$ cat config.mk
export PLATFORM = sky130hd
export DESIGN_NAME = sorted_multiset_table_unit
export DESIGN_NICKNAME = d
export VERILOG_FILES = /design/src/hw/rtl/smt_pkg.sv /design/src/hw/rtl/sorted_multiset_table_unit.sv /design/src/hw/rtl/smt_ram.sv /design/src/hw/rtl/smt_engine.sv
export SDC_FILE = /design/constraint.sdc
export NUM_CORES = 1
export LEC_CHECK = 0
export BUFFER_PORTS_ARGS = -buffer_cell sky130_fd_sc_hd__buf_2
export CORE_MARGIN = 2
export CORE_UTILIZATION = 35
export CTS_CLUSTER_DIAMETER = 120
export DETAILED_ROUTE_END_ITERATION = 8
export PLACE_DENSITY_LB_ADDON = 0.25
export SLEW_MARGIN = 20
export SYNTH_ARGS = -nofsm -noshare
export SYNTH_HDL_FRONTEND = slang
export SYNTH_SLANG_ARGS = --single-unit
$ cat constraint.sdc
create_clock -name clk -period 6.4 [get_ports clk]
set_clock_uncertainty 0.1 [all_clocks]
set_input_delay 0.64 -clock clk [delete_from_list [all_inputs] [get_ports clk]]
set_output_delay 0.64 -clock clk [all_outputs]
set_load 0.02 [all_outputs]
$ cat src/hw/rtl/smt_pkg.sv
// ----------------------------------------------------------------------------
// smt_pkg
// Shared types and constants of the sorted multiset table.
// ----------------------------------------------------------------------------
package smt_pkg;

  // table capacity and derived widths
  localparam int DEPTH   = 16;
  localparam int IDX_W   = $clog2(DEPTH);
  localparam int CNT_W   = $clog2(DEPTH + 1);
  localparam int VALUE_W = 32;
  localparam int COUNT_W = 5;

  // value reported for min and max of an empty table
  localparam logic [VALUE_W-1:0] EMPTY_MARK = '1;

  // status codes
  localparam logic STATUS_OK   = 1'b0;
  localparam logic STATUS_FULL = 1'b1;

  // operation codes
  typedef enum logic [1:0] {
    OP_INSERT = 2'd0,
    OP_DELETE = 2'd1,
    OP_DEDUP  = 2'd2,
    OP_NOP    = 2'd3
  } op_t;

  // result of one operation, engine to output stage
  typedef struct packed {
    logic               status;
    logic [CNT_W-1:0]   count;
    logic [VALUE_W-1:0] min_value;
    logic [VALUE_W-1:0] max_value;
  } res_t;

endpackage

$ cat src/hw/rtl/sorted_multiset_table_unit.sv
// ----------------------------------------------------------------------------
// sorted_multiset_table_unit
// Ascending sorted table of signed values with insert, delete-all and dedup.
// ----------------------------------------------------------------------------
// The table lives in one memory with a single registered read port. Insert,
// delete-all and dedup walk it one entry per cycle; an insert moves up every
// entry not smaller than the value. A full-table insert, an unused op code
// and a delete or dedup on an empty table go straight to the result without
// a memory access. One item is worked on at a time; the result sits in an
// output register, so the next item is taken while an earlier result waits
// for transfer. Min and max read as all ones when the table is empty.
module sorted_multiset_table_unit (
  input  logic        clk,
  input  logic        rst_n,
  // operation channel
  input  logic        in_valid,
  output logic        in_stall,
  input  logic [1:0]  in_op,
  input  logic [31:0] in_value,
  // result channel
  output logic        out_valid,
  input  logic        out_stall,
  output logic        out_status,
  output logic [4:0]  out_entry_count,
  output logic        out_is_empty,
  output logic [31:0] out_min_value,
  output logic [31:0] out_max_value
);

  logic                        mem_we;
  logic [smt_pkg::IDX_W-1:0]   mem_waddr;
  logic [smt_pkg::VALUE_W-1:0] mem_wdata;
  logic                        mem_re;
  logic [smt_pkg::IDX_W-1:0]   mem_raddr;
  logic [smt_pkg::VALUE_W-1:0] mem_rdata;
  logic                        res_valid;
  smt_pkg::res_t               res;
  logic                        out_free;
  logic                        out_load;
  logic                        out_valid_r;
  logic                        res_empty;

  // table storage
  smt_ram #(
    .DEPTH_P (smt_pkg::DEPTH),
    .WIDTH_P (smt_pkg::VALUE_W)
  ) u_ram (
    .clk     (clk),
    .wr_en   (mem_we),
    .wr_addr (mem_waddr),
    .wr_data (mem_wdata),
    .rd_en   (mem_re),
    .rd_addr (mem_raddr),
    .rd_data (mem_rdata)
  );

  // operation sequencer
  smt_engine u_engine (
    .clk       (clk),
    .rst_n     (rst_n),
    .in_valid  (in_valid),
    .in_op     (smt_pkg::op_t'(in_op)),
    .in_value  (in_value),
    .in_stall  (in_stall),
    .mem_we    (mem_we),
    .mem_waddr (mem_waddr),
    .mem_wdata (mem_wdata),
    .mem_re    (mem_re),
    .mem_raddr (mem_raddr),
    .mem_rdata (mem_rdata),
    .res_valid (res_valid),
    .res       (res),
    .out_free  (out_free)
  );

  // output register loads when empty or when its content transfers
  assign out_free  = !out_valid_r || !out_stall;
  assign out_load  = res_valid && out_free;
  assign res_empty = (res.count == '0);

  always_ff @(posedge clk) begin
    if (!rst_n) begin
      out_valid_r <= 1'b0;
    end else if (out_load) begin
      out_valid_r <= 1'b1;
    end else if (!out_stall) begin
      out_valid_r <= 1'b0;
    end
  end

  // result payload
  always_ff @(posedge clk) begin
    if (out_load) begin
      out_status      <= res.status;
      out_entry_count <= smt_pkg::COUNT_W'(res.count);
      out_is_empty    <= res_empty;
      out_min_value   <= res_empty ? smt_pkg::EMPTY_MARK : res.min_value;
      out_max_value   <= res_empty ? smt_pkg::EMPTY_MARK : res.max_value;
    end
  end

  assign out_valid = out_valid_r;

endmodule

$ cat src/hw/rtl/smt_ram.sv
// ----------------------------------------------------------------------------
// smt_ram
// Simple dual-port RAM: one write port, one read port with registered data.
// ----------------------------------------------------------------------------
module smt_ram #(
  parameter int DEPTH_P = 16,
  parameter int WIDTH_P = 32,
  parameter int ADDR_W  = $clog2(DEPTH_P)
) (
  input  logic               clk,
  input  logic               wr_en,
  input  logic [ADDR_W-1:0]  wr_addr,
  input  logic [WIDTH_P-1:0] wr_data,
  input  logic               rd_en,
  input  logic [ADDR_W-1:0]  rd_addr,
  output logic [WIDTH_P-1:0] rd_data
);

  logic [WIDTH_P-1:0] mem [DEPTH_P];

  // write port
  always_ff @(posedge clk) begin
    if (wr_en) begin
      mem[wr_addr] <= wr_data;
    end
  end

  // registered read port
  always_ff @(posedge clk) begin
    if (rd_en) begin
      rd_data <= mem[rd_addr];
    end
  end

endmodule

$ cat src/hw/rtl/smt_engine.sv
// ----------------------------------------------------------------------------
// smt_engine
// Sequencer that walks the table memory for insert, delete-all and dedup.
// ----------------------------------------------------------------------------
module smt_engine (
  input  logic                        clk,
  input  logic                        rst_n,
  // operation input
  input  logic                        in_valid,
  input  smt_pkg::op_t                in_op,
  input  logic [smt_pkg::VALUE_W-1:0] in_value,
  output logic                        in_stall,
  // table memory
  output logic                        mem_we,
  output logic [smt_pkg::IDX_W-1:0]   mem_waddr,
  output logic [smt_pkg::VALUE_W-1:0] mem_wdata,
  output logic                        mem_re,
  output logic [smt_pkg::IDX_W-1:0]   mem_raddr,
  input  logic [smt_pkg::VALUE_W-1:0] mem_rdata,
  // result to output stage
  output logic                        res_valid,
  output smt_pkg::res_t               res,
  input  logic                        out_free
);

  typedef enum logic [1:0] {
    ST_IDLE,
    ST_INS,
    ST_SCAN,
    ST_DONE
  } state_t;

  localparam int IDX_W = smt_pkg::IDX_W;
  localparam int CNT_W = smt_pkg::CNT_W;

  state_t                        state_r, state_nxt;
  smt_pkg::op_t                  op_r, op_nxt;
  logic [smt_pkg::VALUE_W-1:0]   val_r, val_nxt;
  logic [CNT_W-1:0]              cnt_r, cnt_nxt;
  logic [smt_pkg::VALUE_W-1:0]   min_r, min_nxt;
  logic [smt_pkg::VALUE_W-1:0]   max_r, max_nxt;
  logic [smt_pkg::VALUE_W-1:0]   last_r, last_nxt;
  logic                          status_r, status_nxt;
  logic [CNT_W-1:0]              pos_r, pos_nxt;
  logic [CNT_W-1:0]              rd_r, rd_nxt;
  logic                          vld_r, vld_nxt;
  logic                          keep;
  logic [CNT_W-1:0]              wr_after;

  // sequencing and memory access
  always_comb begin
    state_nxt  = state_r;
    op_nxt     = op_r;
    val_nxt    = val_r;
    cnt_nxt    = cnt_r;
    min_nxt    = min_r;
    max_nxt    = max_r;
    last_nxt   = last_r;
    status_nxt = status_r;
    pos_nxt    = pos_r;
    rd_nxt     = rd_r;
    vld_nxt    = vld_r;
    mem_we     = 1'b0;
    mem_waddr  = IDX_W'(pos_r);
    mem_wdata  = val_r;
    mem_re     = 1'b0;
    mem_raddr  = '0;
    keep       = 1'b0;
    wr_after   = pos_r;

    case (state_r)
      ST_IDLE: begin
        if (in_valid) begin
          op_nxt     = in_op;
          val_nxt    = in_value;
          status_nxt = smt_pkg::STATUS_OK;
          case (in_op)
            smt_pkg::OP_INSERT: begin
              if (cnt_r >= CNT_W'(smt_pkg::DEPTH)) begin
                status_nxt = smt_pkg::STATUS_FULL;
                state_nxt  = ST_DONE;
              end else begin
                pos_nxt   = cnt_r;
                state_nxt = ST_INS;
                if (cnt_r != '0) begin
                  mem_re    = 1'b1;
                  mem_raddr = IDX_W'(cnt_r - CNT_W'(1));
                  vld_nxt   = 1'b1;
                end else begin
                  vld_nxt = 1'b0;
                end
                if (cnt_r == '0 || $signed(in_value) < $signed(min_r)) begin
                  min_nxt = in_value;
                end
                if (cnt_r == '0 || $signed(in_value) >= $signed(max_r)) begin
                  max_nxt = in_value;
                end
              end
            end
            smt_pkg::OP_DELETE, smt_pkg::OP_DEDUP: begin
              if (cnt_r == '0) begin
                state_nxt = ST_DONE;
              end else begin
                mem_re    = 1'b1;
                mem_raddr = '0;
                rd_nxt    = CNT_W'(1);
                pos_nxt   = '0;
                state_nxt = ST_SCAN;
              end
            end
            default: begin
              state_nxt = ST_DONE;
            end
          endcase
        end
      end

      // walk down from the top, shifting entries not smaller than the value
      ST_INS: begin
        mem_we = 1'b1;
        if (vld_r && $signed(val_r) <= $signed(mem_rdata)) begin
          mem_wdata = mem_rdata;
          pos_nxt   = pos_r - CNT_W'(1);
          if (pos_r == CNT_W'(1)) begin
            vld_nxt = 1'b0;
          end else begin
            mem_re    = 1'b1;
            mem_raddr = IDX_W'(pos_r - CNT_W'(2));
            vld_nxt   = 1'b1;
          end
        end else begin
          mem_wdata = val_r;
          cnt_nxt   = cnt_r + CNT_W'(1);
          state_nxt = ST_DONE;
        end
      end

      // stream entries upward, keeping the ones that survive
      ST_SCAN: begin
        if (op_r == smt_pkg::OP_DEDUP) begin
          keep = (pos_r == '0) || (mem_rdata != last_r);
        end else begin
          keep = (mem_rdata != val_r);
        end
        if (keep) begin
          mem_we    = 1'b1;
          mem_wdata = mem_rdata;
          last_nxt  = mem_rdata;
          max_nxt   = mem_rdata;
          if (pos_r == '0) begin
            min_nxt = mem_rdata;
          end
          wr_after = pos_r + CNT_W'(1);
        end
        pos_nxt = wr_after;
        if (rd_r < cnt_r) begin
          mem_re    = 1'b1;
          mem_raddr = IDX_W'(rd_r);
          rd_nxt    = rd_r + CNT_W'(1);
        end else begin
          cnt_nxt   = wr_after;
          state_nxt = ST_DONE;
        end
      end

      ST_DONE: begin
        if (out_free) begin
          state_nxt = ST_IDLE;
        end
      end

      default: begin
        state_nxt = ST_IDLE;
      end
    endcase
  end

  // state and working registers
  always_ff @(posedge clk) begin
    if (!rst_n) begin
      state_r <= ST_IDLE;
      cnt_r   <= '0;
      vld_r   <= 1'b0;
    end else begin
      state_r <= state_nxt;
      cnt_r   <= cnt_nxt;
      vld_r   <= vld_nxt;
    end
    op_r     <= op_nxt;
    val_r    <= val_nxt;
    min_r    <= min_nxt;
    max_r    <= max_nxt;
    last_r   <= last_nxt;
    status_r <= status_nxt;
    pos_r    <= pos_nxt;
    rd_r     <= rd_nxt;
  end

  // handshake and result
  assign in_stall      = (state_r != ST_IDLE);
  assign res_valid     = (state_r == ST_DONE);
  assign res.status    = status_r;
  assign res.count     = cnt_r;
  assign res.min_value = min_r;
  assign res.max_value = max_r;

  // count never exceeds the capacity
  a_cnt_bound: assert property (@(posedge clk) disable iff (!rst_n)
    cnt_r <= CNT_W'(smt_pkg::DEPTH))
    else $error("entry count above capacity");

  // compaction never writes at or above the entry being read
  a_scan_order: assert property (@(posedge clk) disable iff (!rst_n)
    (state_r == ST_SCAN && mem_we) |-> (pos_r < rd_r))
    else $error("compaction write overtakes read");

  // a finished insert adds exactly one entry
  a_ins_count: assert property (@(posedge clk) disable iff (!rst_n)
    (state_r == ST_INS && state_nxt == ST_DONE) |=>
      (cnt_r == $past(cnt_r) + CNT_W'(1)))
    else $error("insert did not add one entry");

  // a result waits until the output stage takes it
  a_done_hold: assert property (@(posedge clk) disable iff (!rst_n)
    (state_r == ST_DONE && !out_free) |=> (state_r == ST_DONE))
    else $error("result dropped while output busy");

  // min and max stay ordered while the table is idle and not empty
  a_min_max: assert property (@(posedge clk) disable iff (!rst_n)
    (state_r == ST_IDLE && cnt_r != '0) |-> ($signed(min_r) <= $signed(max_r)))
    else $error("min above max");

endmodule

==> results_dict.tcl <==
set metrics [dict create \
    status "finished clean" \
    fmax_mhz 187.6 \
    critPathKind "reg -> reg" \
    rr_endpoint "u_ram.mem[1][16]" \
    fp-row-count 111 \
    dp_slack_ns 1.096 \
    place_congestion 0.8541 \
    hp-class "in -> reg" \
    netlist_area_um2 32460 \
    final_nets 2408 \
    r2r_start "u_ram.rd_data[31]" \
    post_cts_resize_count 0 \
    seqCellArea_um2 22880 \
    cp.arrival_ns 5.52 \
    syn2layout_area_growth_pct 15.51 \
    power.leakage_nw 13.50 \
    drc 0 \
    synthArstFlopShare 0 \
    grt_pass1_vias 19100 \
    tightest_slew_ns 1.080 \
    core-area_um2 91800 \
    wl_per_cell_um 23.58 \
    netlist_instances 2126 \
    finalHoldViolCount 0 \
    num_vias 19030 \
    setup_tns_ns 0 \
    ios 111 \
    dp_hpwl_um 50780 \
    ys_seq_area_frac 0.7049 \
    drive_above_1_share 0.1549 \
    crit_fanout 16 \
    clock-sinks 765 \
    rsz0062_at_grt "false" \
    crit_required_ns 6.59 \
    finalWirelength_um 83960 \
    setup_viol 0 \
    peakVddDrop_v 0.0002382 \
    syn_area_per_cell_um2 15.27 \
    antenna_left 0 \
    grt_max_degree 126 \
    start_util 0.3536 \
    multiInputGateArea_um2 8766 \
    die_width_um 308.6 \
    fill_cells 8219 \
    numCtsBuffers 79 \
    synth-main-ff-cell "edfxtp_1" \
    htreeDepth 3 \
    die_h_um 308.6 \
    grt_pass1_wl_um 124300 \
    max-cap-violations 0 \
    hold_end "u_engine.op_r[1]" \
    period_minus_slack_ns 5.330 \
    die_area_um2 95200 \
    hold-path-cell-count 1 \
    syn-num-nets 2281 \
    rrSetupSlack_ns 1.07 \
    end_kind "flop" \
    cts-root-buf "clkbuf_16" \
    reg2reg_depth 11 \
    setup_ws_ns 1.071 \
    port-buffer-count 110 \
    vias_per_cell 5.343 \
    grt_overflow_total 0 \
    power_density_nw_per_um2 456.4 \
    ys_seq_elements 765 \
    drt-initial-drc-count 1932 \
    max-clock-path-buffers 3 \
    grt_use_total 0.1747 \
    yosysWarningCount 0 \
    worstHoldStart "in_op[1]" \
    dr.pass1.iters 5 \
    slew_violations 0 \
    synth_edf_count 756 \
    cts_tree "built" \
    cp-start-kind "flop" \
    holdBufCountCts 0 \
    post-route-period-util 0.8327 \
    clk_latency_ns 0.64 \
    timing.slew.headroom 0.2740 \
    post_cts_buffers 0 \
    antenna_found_initial 0 \
    ys_types 75 \
    clk_pin_slew_ns 0.06 \
]
==> per-layer routing <==
layer | wire [um] | up-vias | GRT usage
met4 | 1657 | 0 | 0.04935
met5 | 0 | - | 0
met1 | 37000 | 9734 | 0.2391
met3 | 4393 | 101 | 0.02014
met2 | 40910 | 576 | 0.2938
li1 | - | 8617 | -
==> per-stage QoR <==
stage          hold WS, ns  cells  instance area, um^2    util  power, W
6_report            0.1243   3561                37500  0.4085   0.01712
3_3_place_gp        0.3128   3414                34720  0.3782   0.01224
2_1_floorplan       0.3003   2126                32460       -   0.01049
3_5_place_dp        0.3294   3414                34720  0.3782   0.01233
5_1_grt             0.1018   3560                37500  0.4084   0.01789
4_1_cts            0.08716   3559                37470  0.4082   0.01721
==> synthesized netlist by cell type, types with 19 or more instances <==
master	n	area, um^2
nand2_1	66	247.7
mux2i_1	132	1321
a21o_1	25	187.7
nand3_1	20	100.1
a221oi_1	67	586.8
mux2_2	31	349.1
o22ai_1	66	412.9
clkbuf_1	46	172.7
ha_1	117	1464
nand4_1	19	118.9
o22a_1	63	551.8
edfxtp_1	756	22700
o21ai_0	93	465.5
a32o_1	32	320.3
a21oi_1	83	415.4
a22o_1	34	297.8
nor3_1	19	95.09
buf_2	46	230.2
inv_1	120	450.4
nor2_1	111	416.7
xor2_1	28	245.2
==> kinds of logic (layout without fill, tap and decap cells) <==
kind of cell	after synthesis	count (layout)	share of synthesized area
AND/OR/NAND/NOR	294	294	0.04217
multiplexers	163	163	0.05145
adder cells (fa/ha/maj)	117	117	0.04510
flip-flops	765	765	0.7049
AO/OA/AOI/OAI	516	516	0.1149
XOR/XNOR	36	36	0.009713
buffers and inverters	235	426	0.03184
other	0	1	0
==> critical path: stages, from the launching register on <==
cell      delay [ns]
edfxtp_1        0.43
inv_1           0.07
ha_1            0.51
nand3_1         0.18
nor3_1          0.69
nand4_1         0.44
nand2_1         0.23
o21ba_1         0.46
nand2b_1        0.23
nand3_1         0.68
buf_4           0.45
a22o_1          0.47
==> worst max path at each step <==
stage / start / end / slack (ns)
floorplan: u_engine.pos_r[0] / u_ram.mem[10][0] / 0.86
global placement: u_ram.rd_data[31] / u_ram.mem[0][30] / 1.14
detailed placement: u_ram.rd_data[31] / u_ram.mem[4][30] / 1.10
CTS: u_ram.rd_data[31] / u_ram.mem[4][30] / 1.08
global route: u_ram.rd_data[31] / u_ram.mem[2][30] / 0.87
finish: u_ram.rd_data[31] / u_ram.mem[1][16] / 1.07
==> report_power, final <==
group          leakage, nW  internal, W  switching, W
combinational         5.23      0.00147       0.00339
clock                 1.34      0.00288       0.00198
sequential            6.93      0.00707      0.000324
total                 13.5       0.0114       0.00569
==> final cells by class <==
cell class                 count  area share
antenna                        1  0.00006673
clock buffer                  89     0.05399
clock inverter                56     0.01932
inverter                     121     0.01211
multi-input combinational   1126      0.2338
sequential                   765      0.6102
tap                         1243     0.04147
timing repair buffer         160     0.02903
==> cells in the final DEF, fill, tap and decap left out, types with 67 or more instances in the layout <==
cell,synthesis,layout
a221oi_1,67,67
ha_1,117,116
clkbuf_16,0,79
edfxtp_1,756,756
a21oi_1,83,82
o21ai_0,93,93
mux2i_1,132,132
nor2_1,111,98
inv_1,120,120
buf_2,46,110
==> state kept, by name, indices dropped and copies added, names as in the netlist <==
register,flops
u_ram.mem,512
out_max_value,32
out_min_value,32
u_engine.last_r,32
u_engine.max_r,32
u_engine.min_r,32
u_engine.val_r,32
u_ram.rd_data,32
out_entry_count,5
u_engine.cnt_r,5
u_engine.pos_r,5
u_engine.rd_r,5
u_engine.op_r,2
u_engine.state_r,2
out_is_empty,1
out_status,1
out_valid,1
u_engine.status_r,1
u_engine.vld_r,1
Note: power is estimated with default switching activity, not from simulation.
